<file path="src/rtl/wav_hdr_pkg.sv">
// shared types, constants and header byte lookup for the wav header generator
package wav_hdr_pkg;

  localparam int HEADER_BYTES = 44;
  localparam int IDX_W        = $clog2(HEADER_BYTES);
  localparam int HDR_BITS     = HEADER_BYTES * 8;

  localparam int CFG_IDX_W  = 2;
  localparam int CFG_DATA_W = 32;

  localparam logic [CFG_IDX_W-1:0] CFG_SAMPLE_RATE   = 2'd0;
  localparam logic [CFG_IDX_W-1:0] CFG_SAMPLE_BITS   = 2'd1;
  localparam logic [CFG_IDX_W-1:0] CFG_CHANNEL_COUNT = 2'd2;

  localparam logic [31:0] RST_SAMPLE_RATE   = 32'd16000;
  localparam logic [15:0] RST_SAMPLE_BITS   = 16'd16;
  localparam logic [15:0] RST_CHANNEL_COUNT = 16'd1;

  localparam logic [31:0] MAX_LEN = 32'hFFFF_FFDB;

  // four character tags, first character in the low byte
  localparam logic [31:0] TAG_RIFF = 32'h4646_4952;
  localparam logic [31:0] TAG_WAVE = 32'h4556_4157;
  localparam logic [31:0] TAG_FMT  = 32'h2074_6D66;
  localparam logic [31:0] TAG_DATA = 32'h6174_6164;

  localparam logic [31:0] RIFF_EXTRA = 32'd36;
  localparam logic [31:0] FMT_SIZE   = 32'd16;
  localparam logic [15:0] FMT_PCM    = 16'd1;

  typedef struct packed {
    logic [31:0] len;
    logic        len_bad;
  } req_t;

  typedef struct packed {
    logic [31:0] len;
    logic        bad;
  } job_t;

  typedef struct packed {
    logic [31:0] sample_rate;
    logic [15:0] sample_bits;
    logic [15:0] channel_count;
    logic [15:0] align;
    logic [31:0] data_rate;
  } fmt_t;

  function automatic logic [7:0] hdr_byte(logic [IDX_W-1:0] idx, logic [31:0] len, fmt_t f);
    logic [HDR_BITS-1:0] hdr;
    logic [IDX_W+2:0]    pos;
    hdr = {len, TAG_DATA, f.sample_bits, f.align, f.data_rate, f.sample_rate,
           f.channel_count, FMT_PCM, FMT_SIZE, TAG_FMT, TAG_WAVE,
           len + RIFF_EXTRA, TAG_RIFF};
    pos = {idx, 3'b000};
    return hdr[pos +: 8];
  endfunction

endpackage

</file>
<file path="src/rtl/wav_hdr_front.sv">
// request queue: takes payload lengths and flags out-of-range lengths
module wav_hdr_front import wav_hdr_pkg::*; (
  input  logic        clk,
  input  logic        rst,
  input  logic        push,
  input  logic [31:0] payload_length,
  output logic        full,
  output logic        req_valid,
  output req_t        req,
  input  logic        req_pop
);

  req_t       mem [2];
  logic       wr_ptr;
  logic       rd_ptr;
  logic [1:0] count;
  logic       do_push;
  logic       do_pop;

  assign full      = count == 2'd2;
  assign req_valid = count != 2'd0;
  assign req       = mem[rd_ptr];
  assign do_push   = push && !full;
  assign do_pop    = req_pop && req_valid;

  always_ff @(posedge clk) begin
    if (rst) begin
      wr_ptr <= 1'b0;
      rd_ptr <= 1'b0;
      count  <= 2'd0;
    end else begin
      if (do_push) wr_ptr <= ~wr_ptr;
      if (do_pop) rd_ptr <= ~rd_ptr;
      count <= count + {1'b0, do_push} - {1'b0, do_pop};
    end
  end

  always_ff @(posedge clk) begin
    if (do_push) begin
      mem[wr_ptr].len     <= payload_length;
      mem[wr_ptr].len_bad <= (payload_length == 32'd0) || (payload_length > MAX_LEN);
    end
  end

endmodule

</file>
<file path="src/rtl/wav_hdr_check.sv">
// validation unit: bit-serial remainder of length by block align, then pass/fail
module wav_hdr_check import wav_hdr_pkg::*; (
  input  logic clk,
  input  logic rst,
  input  logic req_valid,
  input  req_t req,
  output logic req_pop,
  input  fmt_t fmt,
  output logic job_valid,
  output job_t job,
  input  logic job_ready
);

  typedef enum logic [2:0] {
    CK_IDLE = 3'b001,
    CK_DIV  = 3'b010,
    CK_DONE = 3'b100
  } ck_state_t;

  ck_state_t   state;
  logic [4:0]  cnt;
  logic [31:0] dvd;
  logic [15:0] rem;
  logic        len_bad;
  logic [16:0] rem_sh;
  logic [15:0] rem_next;
  logic        cfg_bad;

  assign req_pop   = (state == CK_IDLE) && req_valid;
  assign job_valid = state == CK_DONE;

  assign rem_sh   = {rem, dvd[31]};
  assign rem_next = (rem_sh >= {1'b0, fmt.align}) ? 16'(rem_sh - {1'b0, fmt.align})
                                                  : rem_sh[15:0];
  assign cfg_bad  = (fmt.sample_rate == 32'd0) || (fmt.sample_bits == 16'd0) ||
                    (fmt.channel_count == 16'd0) || (fmt.sample_bits[2:0] != 3'd0) ||
                    (fmt.align == 16'd0);

  always_ff @(posedge clk) begin
    if (rst) begin
      state <= CK_IDLE;
    end else begin
      case (state)
        CK_IDLE: if (req_valid) state <= CK_DIV;
        CK_DIV:  if (cnt == 5'd31) state <= CK_DONE;
        CK_DONE: if (job_ready) state <= CK_IDLE;
        default: state <= CK_IDLE;
      endcase
    end
  end

  always_ff @(posedge clk) begin
    case (state)
      CK_IDLE: begin
        dvd     <= req.len;
        job.len <= req.len;
        len_bad <= req.len_bad;
        rem     <= 16'd0;
        cnt     <= 5'd0;
      end
      CK_DIV: begin
        dvd <= {dvd[30:0], 1'b0};
        rem <= rem_next;
        cnt <= cnt + 5'd1;
        if (cnt == 5'd31) job.bad <= len_bad || cfg_bad || (rem_next != 16'd0);
      end
      default: ;
    endcase
  end

endmodule

</file>
<file path="src/rtl/wav_hdr_emit.sv">
// byte sequencer and output register for the 44-byte header or the error result
module wav_hdr_emit import wav_hdr_pkg::*; (
  input  logic       clk,
  input  logic       rst,
  input  logic       job_valid,
  input  job_t       job,
  output logic       job_ready,
  input  fmt_t       fmt,
  output logic       empty,
  input  logic       pop,
  output logic [7:0] header_byte,
  output logic       error,
  output logic       last
);

  logic             active;
  logic [IDX_W-1:0] idx;
  job_t             cur;
  logic             out_valid;
  logic             adv;
  logic             finishing;

  assign empty     = !out_valid;
  assign adv       = !out_valid || pop;
  assign finishing = active && (cur.bad || idx == IDX_W'(HEADER_BYTES - 1));
  assign job_ready = adv && (!active || finishing);

  always_ff @(posedge clk) begin
    if (rst) begin
      active    <= 1'b0;
      out_valid <= 1'b0;
    end else begin
      if (adv) begin
        out_valid <= active;
        if (finishing) active <= 1'b0;
      end
      if (job_ready && job_valid) active <= 1'b1;
    end
  end

  always_ff @(posedge clk) begin
    if (adv && active) begin
      header_byte <= cur.bad ? 8'd0 : hdr_byte(idx, cur.len, fmt);
      error       <= cur.bad;
      last        <= finishing;
      idx         <= idx + IDX_W'(1);
    end
    if (job_ready && job_valid) begin
      cur <= job;
      idx <= '0;
    end
  end

endmodule

</file>
<file path="src/rtl/wav_header_generator_core.sv">
// top level of the wav header generator: config registers and the three stages
//
// Builds the 44-byte little-endian RIFF/WAVE PCM header for each payload length.
// Input channel: push/full carry payload_length; a transfer needs push high, full low.
// Result channel: empty/pop carry header_byte, error and last, one byte per transfer,
// in file order; last marks byte 43. A request failing validation gives one result
// with error and last high and header_byte zero.
// Config: cfg_write with cfg_index 0 sample_rate, 1 sample_bits, 2 channel_count;
// other indexes are ignored. Write only while no request is in flight.
// The first byte reaches the result ports through the request queue, a bit-serial remainder
// of the length by the block align in the validation unit, and the output register.
// Header requests are bounded by the single byte-wide output; a run of failing requests
// is bounded by the remainder unit. The remainder of the next request runs while the
// current header streams out.
// A two-entry request queue and one held check result decouple input from output,
// so push keeps being taken while pop is stalled until both are full.
// Reset clears all queues and the output and restores 16000 Hz, 16 bits, mono.
module wav_header_generator_core import wav_hdr_pkg::*; (
  input  logic                  clk,
  input  logic                  rst,
  input  logic                  push,
  output logic                  full,
  input  logic [31:0]           payload_length,
  output logic                  empty,
  input  logic                  pop,
  output logic [7:0]            header_byte,
  output logic                  error,
  output logic                  last,
  input  logic                  cfg_write,
  input  logic [CFG_IDX_W-1:0]  cfg_index,
  input  logic [CFG_DATA_W-1:0] cfg_data
);

  logic [31:0] sample_rate;
  logic [15:0] sample_bits;
  logic [15:0] channel_count;
  logic [28:0] frame_bytes;
  logic [31:0] data_rate;
  fmt_t        fmt;
  logic        req_valid;
  req_t        req;
  logic        req_pop;
  logic        job_valid;
  job_t        job;
  logic        job_ready;

  always_ff @(posedge clk) begin
    if (rst) begin
      sample_rate   <= RST_SAMPLE_RATE;
      sample_bits   <= RST_SAMPLE_BITS;
      channel_count <= RST_CHANNEL_COUNT;
    end else if (cfg_write) begin
      case (cfg_index)
        CFG_SAMPLE_RATE:   sample_rate   <= cfg_data;
        CFG_SAMPLE_BITS:   sample_bits   <= cfg_data[15:0];
        CFG_CHANNEL_COUNT: channel_count <= cfg_data[15:0];
        default: ;
      endcase
    end
  end

  // derived format fields: frame_bytes is registered from the config registers, data_rate from frame_bytes
  always_ff @(posedge clk) begin
    frame_bytes <= 29'(channel_count) * 29'(sample_bits[15:3]);
    data_rate   <= 32'(sample_rate * 32'(frame_bytes));
  end

  assign fmt.sample_rate   = sample_rate;
  assign fmt.sample_bits   = sample_bits;
  assign fmt.channel_count = channel_count;
  assign fmt.align         = frame_bytes[15:0];
  assign fmt.data_rate     = data_rate;

  wav_hdr_front u_front (
    .clk            (clk),
    .rst            (rst),
    .push           (push),
    .payload_length (payload_length),
    .full           (full),
    .req_valid      (req_valid),
    .req            (req),
    .req_pop        (req_pop)
  );

  wav_hdr_check u_check (
    .clk       (clk),
    .rst       (rst),
    .req_valid (req_valid),
    .req       (req),
    .req_pop   (req_pop),
    .fmt       (fmt),
    .job_valid (job_valid),
    .job       (job),
    .job_ready (job_ready)
  );

  wav_hdr_emit u_emit (
    .clk         (clk),
    .rst         (rst),
    .job_valid   (job_valid),
    .job         (job),
    .job_ready   (job_ready),
    .fmt         (fmt),
    .empty       (empty),
    .pop         (pop),
    .header_byte (header_byte),
    .error       (error),
    .last        (last)
  );

endmodule

</file>
<file path="config.mk">
export PLATFORM = sky130hd
export DESIGN_NAME = wav_header_generator_core
export DESIGN_NICKNAME = d
export VERILOG_FILES = /design/src/rtl/wav_hdr_pkg.sv /design/src/rtl/wav_hdr_front.sv /design/src/rtl/wav_hdr_check.sv /design/src/rtl/wav_hdr_emit.sv /design/src/rtl/wav_header_generator_core.sv
export SDC_FILE = /design/constraint.sdc
export NUM_CORES = 2
export LEC_CHECK = 0
export BUFFER_PORTS_ARGS = -buffer_cell sky130_fd_sc_hd__buf_2
export CORE_ASPECT_RATIO = 0.9
export CORE_UTILIZATION = 30
export DETAILED_ROUTE_END_ITERATION = 6
export PLACE_DENSITY = 0.53
export REMOVE_ABC_BUFFERS = 1
export SLEW_MARGIN = 20
export SYNTH_ARGS = -nofsm -noshare
export SYNTH_HDL_FRONTEND = slang
export SYNTH_SLANG_ARGS = --single-unit
</file>
<file path="constraint.sdc">
create_clock -name clk -period 7.05 [get_ports clk]
set_input_delay 1.0575 -clock clk [delete_from_list [all_inputs] [get_ports clk]]
set_output_delay 1.0575 -clock clk [all_outputs]
set_load 0.02 [all_outputs]
</file>
# After elaboration in Yosys (flattened, before gate mapping)
# Memories as Yosys holds them, arrays and structs flattened. A register that Yosys moved wholly into a read port is not among the register bits.
# Cells that the tools add are included.
# totals
ff_bits	270
ramBits	66
input_bits	71
output_inout_bits	12
wordCells	101
memories	1
# memory_table
memory	words	word_bits	read_ports	rd_ports_with_merged_regs	write_ports	line_no	rtl
u_front.mem	2	33	1	1	1	wav_hdr_front.sv:13	req_t mem [2];
# op_classes
addsub	6
n_mul	2
n_lt_le_gt_ge	2
eq_ne	11
n_shift	1
n_mux	15
n_bitwise	2
reduce_logical	38
# ops
op	n
$shiftx A352 B10 Y8	1
$logic_not A32 Y1	2
$pmux W32 S2	1
$logic_not A16 Y1	3
$add A32 B6 Y32 const B	1
$gt A32 B32 Y1 const B	1
$mul A32 B29 Y32	1
$pmux W16 S2	1
$mul A16 B13 Y29	1
$ge A17 B16 Y1	1
$mux W16	1
$reduce_bool A16 Y1	1
$sub A16 B16 Y16	1
$logic_or A1 B1 Y1	10
$pmux W5 S2	1
$reduce_and A2 Y1	5
$mux W3	3
$pmux W3 S3	1
$reduce_bool A2 Y1	4
$logic_and A1 B1 Y1	7
$mux W1	7
$add A6 B1 Y6 const B	1
$eq A6 B6 Y1 const B	1
$add A5 B1 Y5 const B	1
other kinds (15)	20

# Depth between registers and ports, before layout
# logic_depth
word_depth	8
depth_mapped	29
ltp_nobuf	27

# By module
# Synthesis repeated with hierarchy kept, for this count alone.
# hier_totals
hier_cells	3809
hier_area_um2	37121.9
# by_module_without_submodules
module	instances	cells_each	area_per_inst_um2	seq_area_each_um2
wav_header_generator_core	1	2859	25667.1	2502.4
wav_hdr_check	1	422	4611.9	2672.6
wav_hdr_emit	1	379	4085.2	1451.4
wav_hdr_front	1	149	2757.6	2082.0

# Worst setup path before layout
# Ideal clock, no wire load.
# synth_path
path_kind	reg2reg
from	register frame_bytes[3]
to	register data_rate[30]
setup_ns	0.082
arrival_ns	6.992
required_ns	6.968
slack_ns	-0.024
path_stages_with_launch	24
n_path_buf	2
period_less_slack_ns	7.074
path_cell_list	dfxtp_1 > clkbuf_1 > clkbuf_1 > and2_1 > fa_1 > fa_1 > fa_1 > inv_1 > fa_1 > inv_1 > fa_1 > fa_1 > fa_1 > fa_1 > ha_1 > a2111o_1 > a21oi_1 > o32ai_1 > a31oi_2 > a2111oi_1 > o21a_1 > o21a_1 > or4b_1 > o2111ai_1
# synth_via
elab_chain_cells	1
# synth_rtl
element	line_no	rtl
start: declaration	wav_header_generator_core.sv:37	logic [28:0] frame_bytes;
start signal: assignment	wav_header_generator_core.sv:64	frame_bytes <= 29'(channel_count) * 29'(sample_bits[15:3]);
$mul A32 B29 Y32	wav_header_generator_core.sv:65	data_rate <= 32'(sample_rate * 32'(frame_bytes));
end signal: assignment	wav_header_generator_core.sv:65	
end: declaration	wav_header_generator_core.sv:38	logic [31:0] data_rate;
# No other way between the ends.
# A chain may end at the register's enable or synchronous reset.

# Final worst setup path
# layout_path
from	register frame_bytes[2]
to	register data_rate[30]
# Same word-level chain as after synthesis.

==> flow_summary.json <==
{
  "run_status": "completed",
  "drv_cap": 0,
  "powerDensity_nw_per_um2": 216,
  "ir_drop_v": 0.000268,
  "slew_headroom_pct": 31.1,
  "setup_violations": 0,
  "synthArstFlopShare_pct": 0,
  "syn_area_um2": 36900,
  "final_nets": 4777,
  "critPathMostFrequentCell": "fa_1",
  "preCtsSetupSlack_ns": -0.170,
  "clkSinkCount": 337,
  "ys_ff_latch": 337,
  "die_area_um2": 124000,
  "grt_max_degree": 75,
  "placementRows": 121,
  "clk_pin_slew_worst_paths_ns": 0.07,
  "overflow": 0,
  "fin_ws_ns": 0.122,
  "hold_path_class": "reg -> reg",
  "layout.cells.non_filler": 5554,
  "reg2reg_to": "data_rate[30]",
  "synth-warning-count": 0,
  "cp_cell_sequence": "and2_1, fa_1, fa_1, fa_1, inv_1, fa_1, inv_2, fa_1, fa_2, fa_1, fa_1, ha_4, a2111o_1, a21oi_4, o32ai_2, a31oi_2, buf_4, a2111oi_4, o21a_1, o21a_1, or4b_1, o2111ai_1",
  "synth_edf_count": 196,
  "whs_path_depth": 0,
  "coreArea_um2": 121000,
  "hold_buffers": 0,
  "syn_to_final_growth_pct": 13.1,
  "timing.fmax_ghz": 0.144,
  "worstPathArrival_ns": 7.46,
  "drtIter0Drc": 1758,
  "start_util_pct": 30.4,
  "cts_max_path_buffers": 3,
  "antenna_found_initial": 1,
  "rr_worst_depth": 22,
  "postRouteAntennaNets": 0,
  "die_h_um": 335,
  "layout-drive-gt1-share_pct": 12.9,
  "crit_path_max_fanout": 6,
  "rsz0062_at_grt": "true",
  "cpMaxStageDelayCell": "fa_1",
  "finClkSkew_ns": 0.0313,
  "crit_required_ns": 7.58,
  "max_stage_delay_ns": 0.56,
  "drt-pass1-iter-count": 5,
  "place_congestion": 0.908,
  "clkLatencyLatePin_ns": 0.60,
  "hpwl_um": 85200,
  "finalHoldViolations": 0,
  "worst_pin_slew_ns": 1.03,
  "numCtsBuffers": 38,
  "min_to": "u_emit.cur[25]",
  "power_mw": 8.99,
  "viasPerCell": 4.72,
  "reg2reg_from": "frame_bytes[2]",
  "grt_pass1_wl_um": 166000,
  "critPathKind": "reg -> reg",
  "ios": 83,
  "r2r_slack_ns": 0.12,
  "routedWlPerCell_um": 19.4,
  "dp_cells": 5478,
  "post-route-period-util_pct": 98.3,
  "critPathLaunchType": "flop",
  "portBuffers": 82,
  "die_width_um": 372,
  "routed_wl_um": 108000,
  "h-tree-depth": 2,
  "syn-instance-count": 3807,
  "ys_seq_area_share_pct": 23.6,
  "ctsRootBufferMaster": "clkbuf_16",
  "cp-end-kind": "flop",
  "drc_errors": 0,
  "fillCellCount": 12500,
  "slew_violations": 0,
  "via_count": 26203,
  "synth_cell_types": 83,
  "cts_tree": "built",
  "avgSynthCellArea_um2": 9.69,
  "period_minus_slack_ns": 6.93,
  "grt_pass1_vias": 26899,
  "worstHoldStart": "u_check.job[25]",
  "grtUsageTotal_pct": 17.3,
  "leakagePower_nw": 18.6,
  "ys.flop_type": "edfxtp_1"
}
[synth_stat cells, types with 37 or more instances]
cell	count	area [µm²]
xnor2_1	107	937
a21oi_1	139	696
inv_1	644	2420
nor2_1	191	717
edfxtp_1	196	5890
fa_1	562	11300
xor2_1	44	385
nand2_1	557	2090
dfxtp_1	141	2820
clkbuf_1	181	679
mux2_2	37	417
ha_1	219	2740
o21ai_0	42	210
and2_1	373	2330
[worst max-delay path by stage]
stage | startpoint | to | slack, ns | cells past startpoint
final | frame_bytes[2] | data_rate[30] | 0.12 | 22
after floorplan | frame_bytes[3] | data_rate[30] | 0.06 | 21
after global placement | sample_rate[14] | data_rate[30] | -0.06 | 23
after global routing | frame_bytes[2] | data_rate[30] | -0.13 | 24
after CTS | sample_rate[11] | data_rate[30] | 0.0009 | 26
after detailed placement | sample_rate[13] | data_rate[30] | -0.17 | 23
[cell usage in the layout (no fill, tap or decap), drive strengths merged, types with 7 or more instances in the layout]
cell type and instances:
a211oi 7, a21o 25, a21oi 140, a31oi 12
and2 373, and3 9, buf 279, clkbuf 49
clkinv 15, dfxtp 141, edfxtp 196, fa 562
ha 219, inv 647, mux2 37, mux2i 20
mux4 37, nand2 557, nand2b 14, nand3 20
nand3b 13, nand4 25, nor2 192, nor2b 12
nor3 19, nor4 36, o211ai 7, o21a 11
o21ai 42, o21bai 9, xnor2 107, xor2 44
[flip-flops by register name, summed over array words and instances, names as in the netlist, 8 cells and up, named ones only]
register,count
u_check.job,33
u_check.dvd,32
u_emit.cur,33
data_rate,32
channel_count,16
u_check.rem,16
u_front.mem,66
frame_bytes,29
sample_bits,16
u_emit.header_byte,8
sample_rate,32
[stage by stage]
step           utilization [%]  setup TNS (ns)  hold slack (ns)  cell area (µm²)
6_report                  34.3               0            0.410            41700
2_1_floorplan                -               0            0.400            36100
3_3_place_gp              33.0         -0.0592            0.402            40000
4_1_cts                   34.1               0            0.411            41400
5_1_grt                   34.3          -0.200            0.425            41700
3_5_place_dp              33.0          -0.243            0.405            40000
[report_power, final]
group / leakage [nW] / switching, mW / internal, mW
Sequential: 3.06 / 0.287 / 2.71
Combinational: 15.0 / 2.33 / 1.64
Clock: 0.612 / 0.891 / 1.13
[timing repair]
item,4_1_cts,5_1_grt
gates resized for setup,31,82
setup buffers,1,4
gates cloned,0,1
pin swaps,9,50
endpoints found under the setup margin,2,7
[kinds of logic after synthesis]
group / after synthesis / share of synthesized area [%]
mux: 94 / 3.96
compound gates: 299 / 4.97
flops: 337 / 23.6
simple gates: 1298 / 17.2
fa+ha+maj: 781 / 37.9
xor+xnor: 151 / 3.59
buf+inv: 847 / 8.76
[final cells by class]
type                            instances  area [µm²]  area share [%]
Sequential cell                       337        8790            21.1
Multi-Input combinational cell       2623       25200            60.4
Inverter                              645        2420            5.81
Antenna cell                            1        2.50         0.00600
Tap cell                             1599        2000            4.80
Clock buffer                           48        1030            2.47
Clock inverter                         21         226           0.543
Timing Repair Buffer                  280        2050            4.91
[per-layer routing]
metal	share of wire [%]	GRT usage, %
met1	50	27.3
met2	40	24.2
met3	7.7	3.34
met4	1.5	3.12
met5	0	0
[critical path: cells and delay by family, from the launching register on]
kind / cells / cell delay (ns)
AO/OA/AOI/OAI: 8 / 1.37
adder cells (fa/ha/maj): 9 / 4.24
buffers and inverters: 3 / 0.25
flip-flops: 1 / 0.37
AND/OR/NAND/NOR: 2 / 0.64
Note: power is estimated with default switching activity, not from simulation.
